===== src/mqs_pkg.sv =====
`timescale 1ns / 1ps
// ----------------------------------------------------------------------------
// mqs_pkg
// Shared sizes, codes and types of the multilevel queue slot scheduler.
// ----------------------------------------------------------------------------
package mqs_pkg;

   localparam int NUM_LEVELS  = 8;
   localparam int QUEUE_DEPTH = 16;

   localparam int LEVEL_W     = $clog2(NUM_LEVELS);
   localparam int HEAD_W      = $clog2(QUEUE_DEPTH);
   localparam int COUNT_W     = $clog2(QUEUE_DEPTH + 1);
   localparam int SLOT_W      = $clog2(NUM_LEVELS + 1);
   localparam int STORE_DEPTH = NUM_LEVELS * QUEUE_DEPTH;
   localparam int ADDR_W      = $clog2(STORE_DEPTH);

   localparam int ID_W        = 8;
   localparam int IN_LEVEL_W  = 3;
   localparam int STATUS_W    = 2;
   localparam int TDATA_W     = 16;

   typedef enum logic [STATUS_W-1:0] {
      STATUS_OK    = 2'd0,
      STATUS_EMPTY = 2'd1,
      STATUS_FULL  = 2'd2
   } status_type;

   typedef enum logic {
      FUNC_ADD = 1'b0,
      FUNC_GET = 1'b1
   } func_type;

   typedef enum logic {
      S_IDLE = 1'b0,
      S_READ = 1'b1
   } state_type;

   typedef struct packed {
      status_type            status;
      logic [IN_LEVEL_W-1:0] level;
      logic [ID_W-1:0]       id;
   } rsp_type;

endpackage


===== src/multilevel_queue_slot_scheduler.sv =====
`timescale 1ns / 1ps
// ----------------------------------------------------------------------------
// multilevel_queue_slot_scheduler
// Per-level FIFOs of process ids in one RAM, served weighted round robin.
// ----------------------------------------------------------------------------
// response: add and empty get respond in the cycle after the request is accepted,
//   a serving get first reads the id RAM, then registers the id as the response
// flow: no request is taken while a get waits on its id RAM read or a response stalls
// reset: synchronous, clears heads, counts and level, reloads the slots;
//   the id RAM needs no clearing pass
module multilevel_queue_slot_scheduler (
   input  logic                         clock,
   input  logic                         reset,
   input  logic                         req_tvalid,
   output logic                         req_tready,
   input  logic [mqs_pkg::TDATA_W-1:0]  req_tdata,  // proc_id[7:0], level[10:8]
   input  logic                         req_tuser,  // func[0]
   output logic                         rsp_tvalid,
   input  logic                         rsp_tready,
   output logic [mqs_pkg::TDATA_W-1:0]  rsp_tdata,  // served_id[7:0], served_level[10:8]
   output logic [mqs_pkg::STATUS_W-1:0] rsp_tuser   // status[1:0]
);

   localparam int LW = mqs_pkg::LEVEL_W;
   localparam int NL = mqs_pkg::NUM_LEVELS;
   localparam int QD = mqs_pkg::QUEUE_DEPTH;

   mqs_pkg::state_type state_ff, state_in;
   logic [mqs_pkg::HEAD_W-1:0]  head_ff  [NL];
   logic [mqs_pkg::HEAD_W-1:0]  head_in  [NL];
   logic [mqs_pkg::COUNT_W-1:0] count_ff [NL];
   logic [mqs_pkg::COUNT_W-1:0] count_in [NL];
   logic [LW-1:0]               cur_ff, cur_in;
   logic [mqs_pkg::SLOT_W-1:0]  slots_ff, slots_in;
   logic                        rsp_valid_ff, rsp_valid_in;
   mqs_pkg::rsp_type            rsp_ff, rsp_in;
   logic [mqs_pkg::IN_LEVEL_W-1:0] pend_level_ff, pend_level_in;

   logic                        ram_we, ram_re;
   logic [mqs_pkg::ADDR_W-1:0]  ram_waddr, ram_raddr;
   logic [mqs_pkg::ID_W-1:0]    ram_rdata;

   logic                        req_fire;
   logic [NL-1:0]               nonempty;
   logic                        advance;
   logic [LW-1:0]               start_level;
   logic                        found;
   logic                        found_first;
   logic [LW-1:0]               pick;
   logic [LW-1:0]               add_level;
   logic [mqs_pkg::HEAD_W-1:0]  add_tail;
   logic [mqs_pkg::HEAD_W-1:0]  pick_head_next;
   logic [LW+2:0]               pick_wide;

   assign req_tready = (state_ff == mqs_pkg::S_IDLE) && (!rsp_valid_ff || rsp_tready);
   assign req_fire   = req_tvalid && req_tready;
   assign rsp_tvalid = rsp_valid_ff;
   assign rsp_tdata  = mqs_pkg::TDATA_W'({rsp_ff.level, rsp_ff.id});
   assign rsp_tuser  = rsp_ff.status;

   // level scan: rotating first-nonempty search from the start level
   always_comb begin
      logic [LW:0] idx;
      for (int i = 0; i < NL; i++) begin
         nonempty[i] = (count_ff[i] != '0);
      end
      advance     = (slots_ff == '0) || !nonempty[cur_ff];
      start_level = cur_ff;
      if (advance) begin
         start_level = (cur_ff == LW'(NL - 1)) ? '0 : cur_ff + 1'b1;
      end
      found       = 1'b0;
      found_first = 1'b0;
      pick        = start_level;
      for (int i = 0; i < NL; i++) begin
         idx = {1'b0, start_level} + (LW + 1)'(i);
         if (idx >= (LW + 1)'(NL)) begin
            idx = idx - (LW + 1)'(NL);
         end
         if (!found && nonempty[idx[LW-1:0]]) begin
            found       = 1'b1;
            found_first = (i == 0);
            pick        = idx[LW-1:0];
         end
      end
      pick_wide = (LW + 3)'(pick);
      pick_head_next = (head_ff[pick] == mqs_pkg::HEAD_W'(QD - 1)) ? '0
                       : head_ff[pick] + 1'b1;
   end

   // add path: saturate the level, locate the tail
   always_comb begin
      logic [LW+3:0]                lvl_wide;
      logic [mqs_pkg::COUNT_W:0]    tail_sum;
      lvl_wide  = (LW + 4)'(req_tdata[mqs_pkg::ID_W +: mqs_pkg::IN_LEVEL_W]);
      add_level = (lvl_wide >= (LW + 4)'(NL)) ? LW'(NL - 1) : lvl_wide[LW-1:0];
      tail_sum  = (mqs_pkg::COUNT_W + 1)'(head_ff[add_level])
                  + (mqs_pkg::COUNT_W + 1)'(count_ff[add_level]);
      if (tail_sum >= (mqs_pkg::COUNT_W + 1)'(QD)) begin
         tail_sum = tail_sum - (mqs_pkg::COUNT_W + 1)'(QD);
      end
      add_tail = tail_sum[mqs_pkg::HEAD_W-1:0];
   end

   always_comb begin
      state_in      = state_ff;
      head_in       = head_ff;
      count_in      = count_ff;
      cur_in        = cur_ff;
      slots_in      = slots_ff;
      rsp_valid_in  = rsp_valid_ff;
      rsp_in        = rsp_ff;
      pend_level_in = pend_level_ff;
      ram_we        = 1'b0;
      ram_re        = 1'b0;
      ram_waddr     = mqs_pkg::ADDR_W'(add_level) * mqs_pkg::ADDR_W'(QD)
                      + mqs_pkg::ADDR_W'(add_tail);
      ram_raddr     = mqs_pkg::ADDR_W'(pick) * mqs_pkg::ADDR_W'(QD)
                      + mqs_pkg::ADDR_W'(head_ff[pick]);

      if (rsp_valid_ff && rsp_tready) begin
         rsp_valid_in = 1'b0;
      end

      case (state_ff)
         mqs_pkg::S_IDLE: begin
            if (req_fire) begin
               if (mqs_pkg::func_type'(req_tuser) == mqs_pkg::FUNC_ADD) begin
                  rsp_valid_in = 1'b1;
                  rsp_in       = '{status: mqs_pkg::STATUS_OK, level: '0, id: '0};
                  if (count_ff[add_level] == mqs_pkg::COUNT_W'(QD)) begin
                     rsp_in.status = mqs_pkg::STATUS_FULL;
                  end else begin
                     ram_we              = 1'b1;
                     count_in[add_level] = count_ff[add_level] + 1'b1;
                  end
               end else if (found) begin
                  ram_re          = 1'b1;
                  head_in[pick]   = pick_head_next;
                  count_in[pick]  = count_ff[pick] - 1'b1;
                  cur_in          = pick;
                  // staying on the current level spends a slot, a move reloads
                  slots_in        = (found_first && !advance) ? slots_ff - 1'b1
                                    : mqs_pkg::SLOT_W'(NL - 1) - mqs_pkg::SLOT_W'(pick);
                  pend_level_in   = pick_wide[mqs_pkg::IN_LEVEL_W-1:0];
                  state_in        = mqs_pkg::S_READ;
               end else begin
                  cur_in       = start_level;
                  slots_in     = mqs_pkg::SLOT_W'(NL) - mqs_pkg::SLOT_W'(start_level);
                  rsp_valid_in = 1'b1;
                  rsp_in       = '{status: mqs_pkg::STATUS_EMPTY, level: '0, id: '0};
               end
            end
         end
         mqs_pkg::S_READ: begin
            rsp_valid_in = 1'b1;
            rsp_in       = '{status: mqs_pkg::STATUS_OK, level: pend_level_ff,
                             id: ram_rdata};
            state_in     = mqs_pkg::S_IDLE;
         end
         default: begin
            state_in = mqs_pkg::S_IDLE;
         end
      endcase
   end

   always_ff @(posedge clock) begin
      if (reset) begin
         state_ff     <= mqs_pkg::S_IDLE;
         cur_ff       <= '0;
         slots_ff     <= mqs_pkg::SLOT_W'(NL);
         rsp_valid_ff <= 1'b0;
         for (int i = 0; i < NL; i++) begin
            head_ff[i]  <= '0;
            count_ff[i] <= '0;
         end
      end else begin
         state_ff     <= state_in;
         cur_ff       <= cur_in;
         slots_ff     <= slots_in;
         rsp_valid_ff <= rsp_valid_in;
         head_ff      <= head_in;
         count_ff     <= count_in;
      end
   end

   always_ff @(posedge clock) begin
      rsp_ff        <= rsp_in;
      pend_level_ff <= pend_level_in;
   end

   mqs_ram #(
      .WIDTH (mqs_pkg::ID_W),
      .DEPTH (mqs_pkg::STORE_DEPTH)
   ) u_store (
      .clock   (clock),
      .wr_en   (ram_we),
      .wr_addr (ram_waddr),
      .wr_data (req_tdata[mqs_pkg::ID_W-1:0]),
      .rd_en   (ram_re),
      .rd_addr (ram_raddr),
      .rd_data (ram_rdata)
   );

endmodule


===== src/mqs_ram.sv =====
`timescale 1ns / 1ps
// ----------------------------------------------------------------------------
// mqs_ram
// Simple dual-port RAM, one write and one registered read port.
// ----------------------------------------------------------------------------
module mqs_ram #(
   parameter int  WIDTH = 8,
   parameter int  DEPTH = 128,
   localparam int AddrW = $clog2(DEPTH)
) (
   input  logic             clock,
   input  logic             wr_en,
   input  logic [AddrW-1:0] wr_addr,
   input  logic [WIDTH-1:0] wr_data,
   input  logic             rd_en,
   input  logic [AddrW-1:0] rd_addr,
   output logic [WIDTH-1:0] rd_data
);

   logic [WIDTH-1:0] mem [DEPTH];

   always_ff @(posedge clock) begin
      if (wr_en) begin
         mem[wr_addr] <= wr_data;
      end
      if (rd_en) begin
         rd_data <= mem[rd_addr];
      end
   end

endmodule


===== config.mk =====
export PLATFORM = sky130hd
export DESIGN_NAME = multilevel_queue_slot_scheduler
export DESIGN_NICKNAME = d
export VERILOG_FILES = /design/src/mqs_pkg.sv /design/src/multilevel_queue_slot_scheduler.sv /design/src/mqs_ram.sv
export SDC_FILE = /design/constraint.sdc
export NUM_CORES = 2
export LEC_CHECK = 0
export ABC_CLOCK_PERIOD_IN_PS = 7000
export BUFFER_PORTS_ARGS = -buffer_cell sky130_fd_sc_hd__clkbuf_2
export CAP_MARGIN = 30
export CELL_PAD_IN_SITES_DETAIL_PLACEMENT = 0
export CELL_PAD_IN_SITES_GLOBAL_PLACEMENT = 1
export CORE_UTILIZATION = 50
export CTS_BUF_LIST = sky130_fd_sc_hd__clkbuf_4 sky130_fd_sc_hd__clkbuf_8
export CTS_CLUSTER_SIZE = 16
export DETAILED_ROUTE_END_ITERATION = 10
export PLACE_DENSITY = 0.84
export SETUP_SLACK_MARGIN = 0.02
export SLEW_MARGIN = 20
export SYNTH_ARGS = -nofsm -noshare
export SYNTH_HDL_FRONTEND = slang
export SYNTH_SLANG_ARGS = --single-unit

===== constraint.sdc =====
create_clock -name clock -period 7 [get_ports clock]
set_clock_uncertainty 0.05 [all_clocks]
set_input_delay 1.4 -clock clock [delete_from_list [all_inputs] [get_ports clock]]
set_output_delay 1.4 -clock clock [all_outputs]
set_load 0.01 [all_outputs]

==> flow_metrics.env <==
export IMPL_outcome="complete, but fails checks"
export IMPL_violations="negative setup slack"
export IMPL_postCtsHoldBufs=0
export IMPL_grt_start_max_net_pins=96
export IMPL_syn_to_final_growth_pct=20.9
export IMPL_gr_usage_all_layers_pct=28.0
export IMPL_rows=113
export IMPL_dp_cells=5216
export IMPL_synth_top_flop_cell="edfxtp_1"
export IMPL_crit_path_frequent_cell="buf_4"
export IMPL_fin_ws_ps=-405
export IMPL_hold_path_depth=2
export IMPL_syn_area_sq_mm=0.0485
export IMPL_synth_edf_count=1048
export IMPL_die_area_sq_mm=0.0982
export IMPL_drc=0
export IMPL_pin_count=41
export IMPL_layout_nets=4227
export IMPL_die_h_microns=313
export IMPL_fin_cells=5589
export IMPL_end_kind="register"
export IMPL_synth_top_cell_area_share_pct=64.9
export IMPL_crit_path_max_fanout=17
export IMPL_gp_congestion=0.918
export IMPL_port_buffers=30
export IMPL_synth_cell_types=100
export IMPL_htree_levels=4
export IMPL_cts_tree="yes"
export IMPL_dr_pass1_iters=6
export IMPL_root_buffer="clkbuf_8"
export IMPL_min_path_type="reg -> reg"
export IMPL_hold_violations=0
export IMPL_numCtsBuffers=175
export IMPL_relSlewSlack_pct=26.0
export IMPL_path_class="reg -> reg"
export IMPL_critPathSlowestCell="a2111oi_0"
export IMPL_synth_seq_cells=1129
export IMPL_dp_hpwl_mm=88.6
export IMPL_synth_common_cells="edfxtp_1 (1048), nand2_1 (571), nor2_1 (332)"
export IMPL_antenna_found_initial=3
export IMPL_dpl_cell_area_sq_mm=0.0534
export IMPL_path_clk_slew_ps=70
export IMPL_drive_above_1_share_pct=25.1
export IMPL_cts_num_sinks=1129
export IMPL_initial_core_util_pct=50.7
export IMPL_synth_warnings=0
export IMPL_path_buf_inv=5
export IMPL_tightestPinTransition_ps=1110
export IMPL_fmax_mhz=135
export IMPL_ys_seq_area_share_pct=68.3
export IMPL_syn_inst=3626
export IMPL_drtIter0Drc=4015
export IMPL_critPathTopFamily="compound AO/OA/AOI/OAI gates"
export IMPL_postLayoutCoreUtil_pct=61.3
export IMPL_final_max_slew_viol_count=0
export IMPL_yosysMostFrequentCell="edfxtp_1"
export IMPL_wl_per_cell_microns=24.8
export IMPL_critPathRequiredTime_ps=7580
export IMPL_startpoint_type="register"
export IMPL_clk_latency_ps=880
export IMPL_vias=33700
export IMPL_min_period_over_period_pct=106
export IMPL_yosysTopAreaCell="edfxtp_1"
export IMPL_ant_nets=0
export IMPL_synthArstFlopShare_pct=0
export IMPL_r2r_worst_path_cells=28
export IMPL_synth_area_top_cells="edfxtp_1 (65%), mux2i_1 (6.4%), nand2_1 (4.4%)"
export IMPL_crit_arrival_ps=7980
export IMPL_vias_per_cell=6.03
export IMPL_postSynthAreaPerCell_sq_um=13.4
export IMPL_grt_pass1_vias=32700
export IMPL_maxCapViolCount=0
export IMPL_fin_area_sq_mm=0.0586
export IMPL_clk_path_buf_depth=3
export IMPL_crit_cells=28
export IMPL_finalSetupViolCount=8
export IMPL_grt_remaining_overflow=0
export IMPL_dieWidth_microns=313
export IMPL_fillers=7195
export IMPL_routed_wl_mm=139
export IMPL_fin_crit_ps=7400
export IMPL_core_sq_mm=0.0956
export IMPL_grt_pass1_wl_mm=204
export IMPL_rsz0062_at_grt="yes"
export IMPL_crit_path_max_incr_delay_ps=630
==> registers in the layout (all words and copies together), names as in the netlist <==
register	flops
pend_level_ff	3
u_store.rd_data	8
rsp_tvalid	1
slots_ff	4
rsp_tdata	11
u_store.mem	1024
cur_ff	3
count_ff	40
state_ff	1
head_ff	32
rsp_tuser	2
==> final timing paths <==
path | start | to | slack [ps]
hold reg to reg | head_ff[8] | head_ff[8] | 440
setup / recovery | count_ff[38] | u_store.rd_data[7] | -400
hold / removal | head_ff[8] | head_ff[8] | 440
setup reg to reg | count_ff[38] | u_store.rd_data[7] | -400
==> cell usage in the layout (no fill, tap or decap), types with 64 or more instances in the layout <==
cell type     n
edfxtp_1   1048
nand2_1     569
buf_4       493
nor2_1      330
mux2i_1     286
clkbuf_8    177
nand3_1     170
a21oi_1     115
dfxtp_1      79
o21ai_0      72
clkbuf_4     64
==> final cells by class <==
type	instances	area [sq um]	share of cell area (%)
Antenna cell	2	5.00	0.00854
Sequential cell	1129	33100	56.5
Timing Repair inverter	1	6.26	0.0107
Clock buffer	241	2920	4.98
Multi-Input combinational cell	2256	15100	25.7
Timing Repair Buffer	592	5290	9.03
Clock inverter	67	452	0.771
Inverter	36	158	0.269
Tap cell	1265	1580	2.70
==> metrics by stage <==
step / hold slack (ps) / setup WS (ps) / TNS [ps]
detailed placement: 415 / -715 / -6160
global route: 442 / -623 / -4320
finish: 436 / -405 / -2780
global placement: 408 / -759 / -6580
floorplan: 396 / -202 / -1460
CTS: 423 / -446 / -2840
==> worst register-to-register path, delay by kind of cell (launching register included) <==
kind            cells  cell delay (ps)
flops               1              320
compound gates     12             2940
mux                 1              240
buf+inv             5              960
fa+ha+maj           1              200
simple gates        9             2480
==> timing repair <==
action                                  in CTS  in global routing
cloned                                      10                  2
endpoints found under the setup margin      19                 62
buffers inserted                            36                 11
resized for setup                          125                 88
pin swaps                                   40                 35
==> routing by layer <==
| layer | global-route usage (%) | wire length [microns] | share of wire, % | vias to the layer above |
|---|---|---|---|---|
| met5 | 0 | 57 | 0.041 | - |
| met4 | 11.5 | 5150 | 3.7 | 5 |
| met3 | 7.23 | 14700 | 11 | 328 |
| met2 | 43.3 | 64200 | 46 | 1855 |
| met1 | 37.8 | 54700 | 39 | 16500 |
| li1 | - | - | - | 15000 |
==> kinds of logic after synthesis <==
logic type	synth area share [%]
flip-flops	68.3
other	0.00774
buffers and inverters	2.50
XOR/XNOR	0.271
AO/OA/AOI/OAI	8.42
AND/OR/NAND/NOR	11.6
multiplexers	8.52
adder cells (fa/ha/maj)	0.403
Power is not shown: default switching activity piles up to over one toggle a cycle in this logic, so the estimate is an artifact.
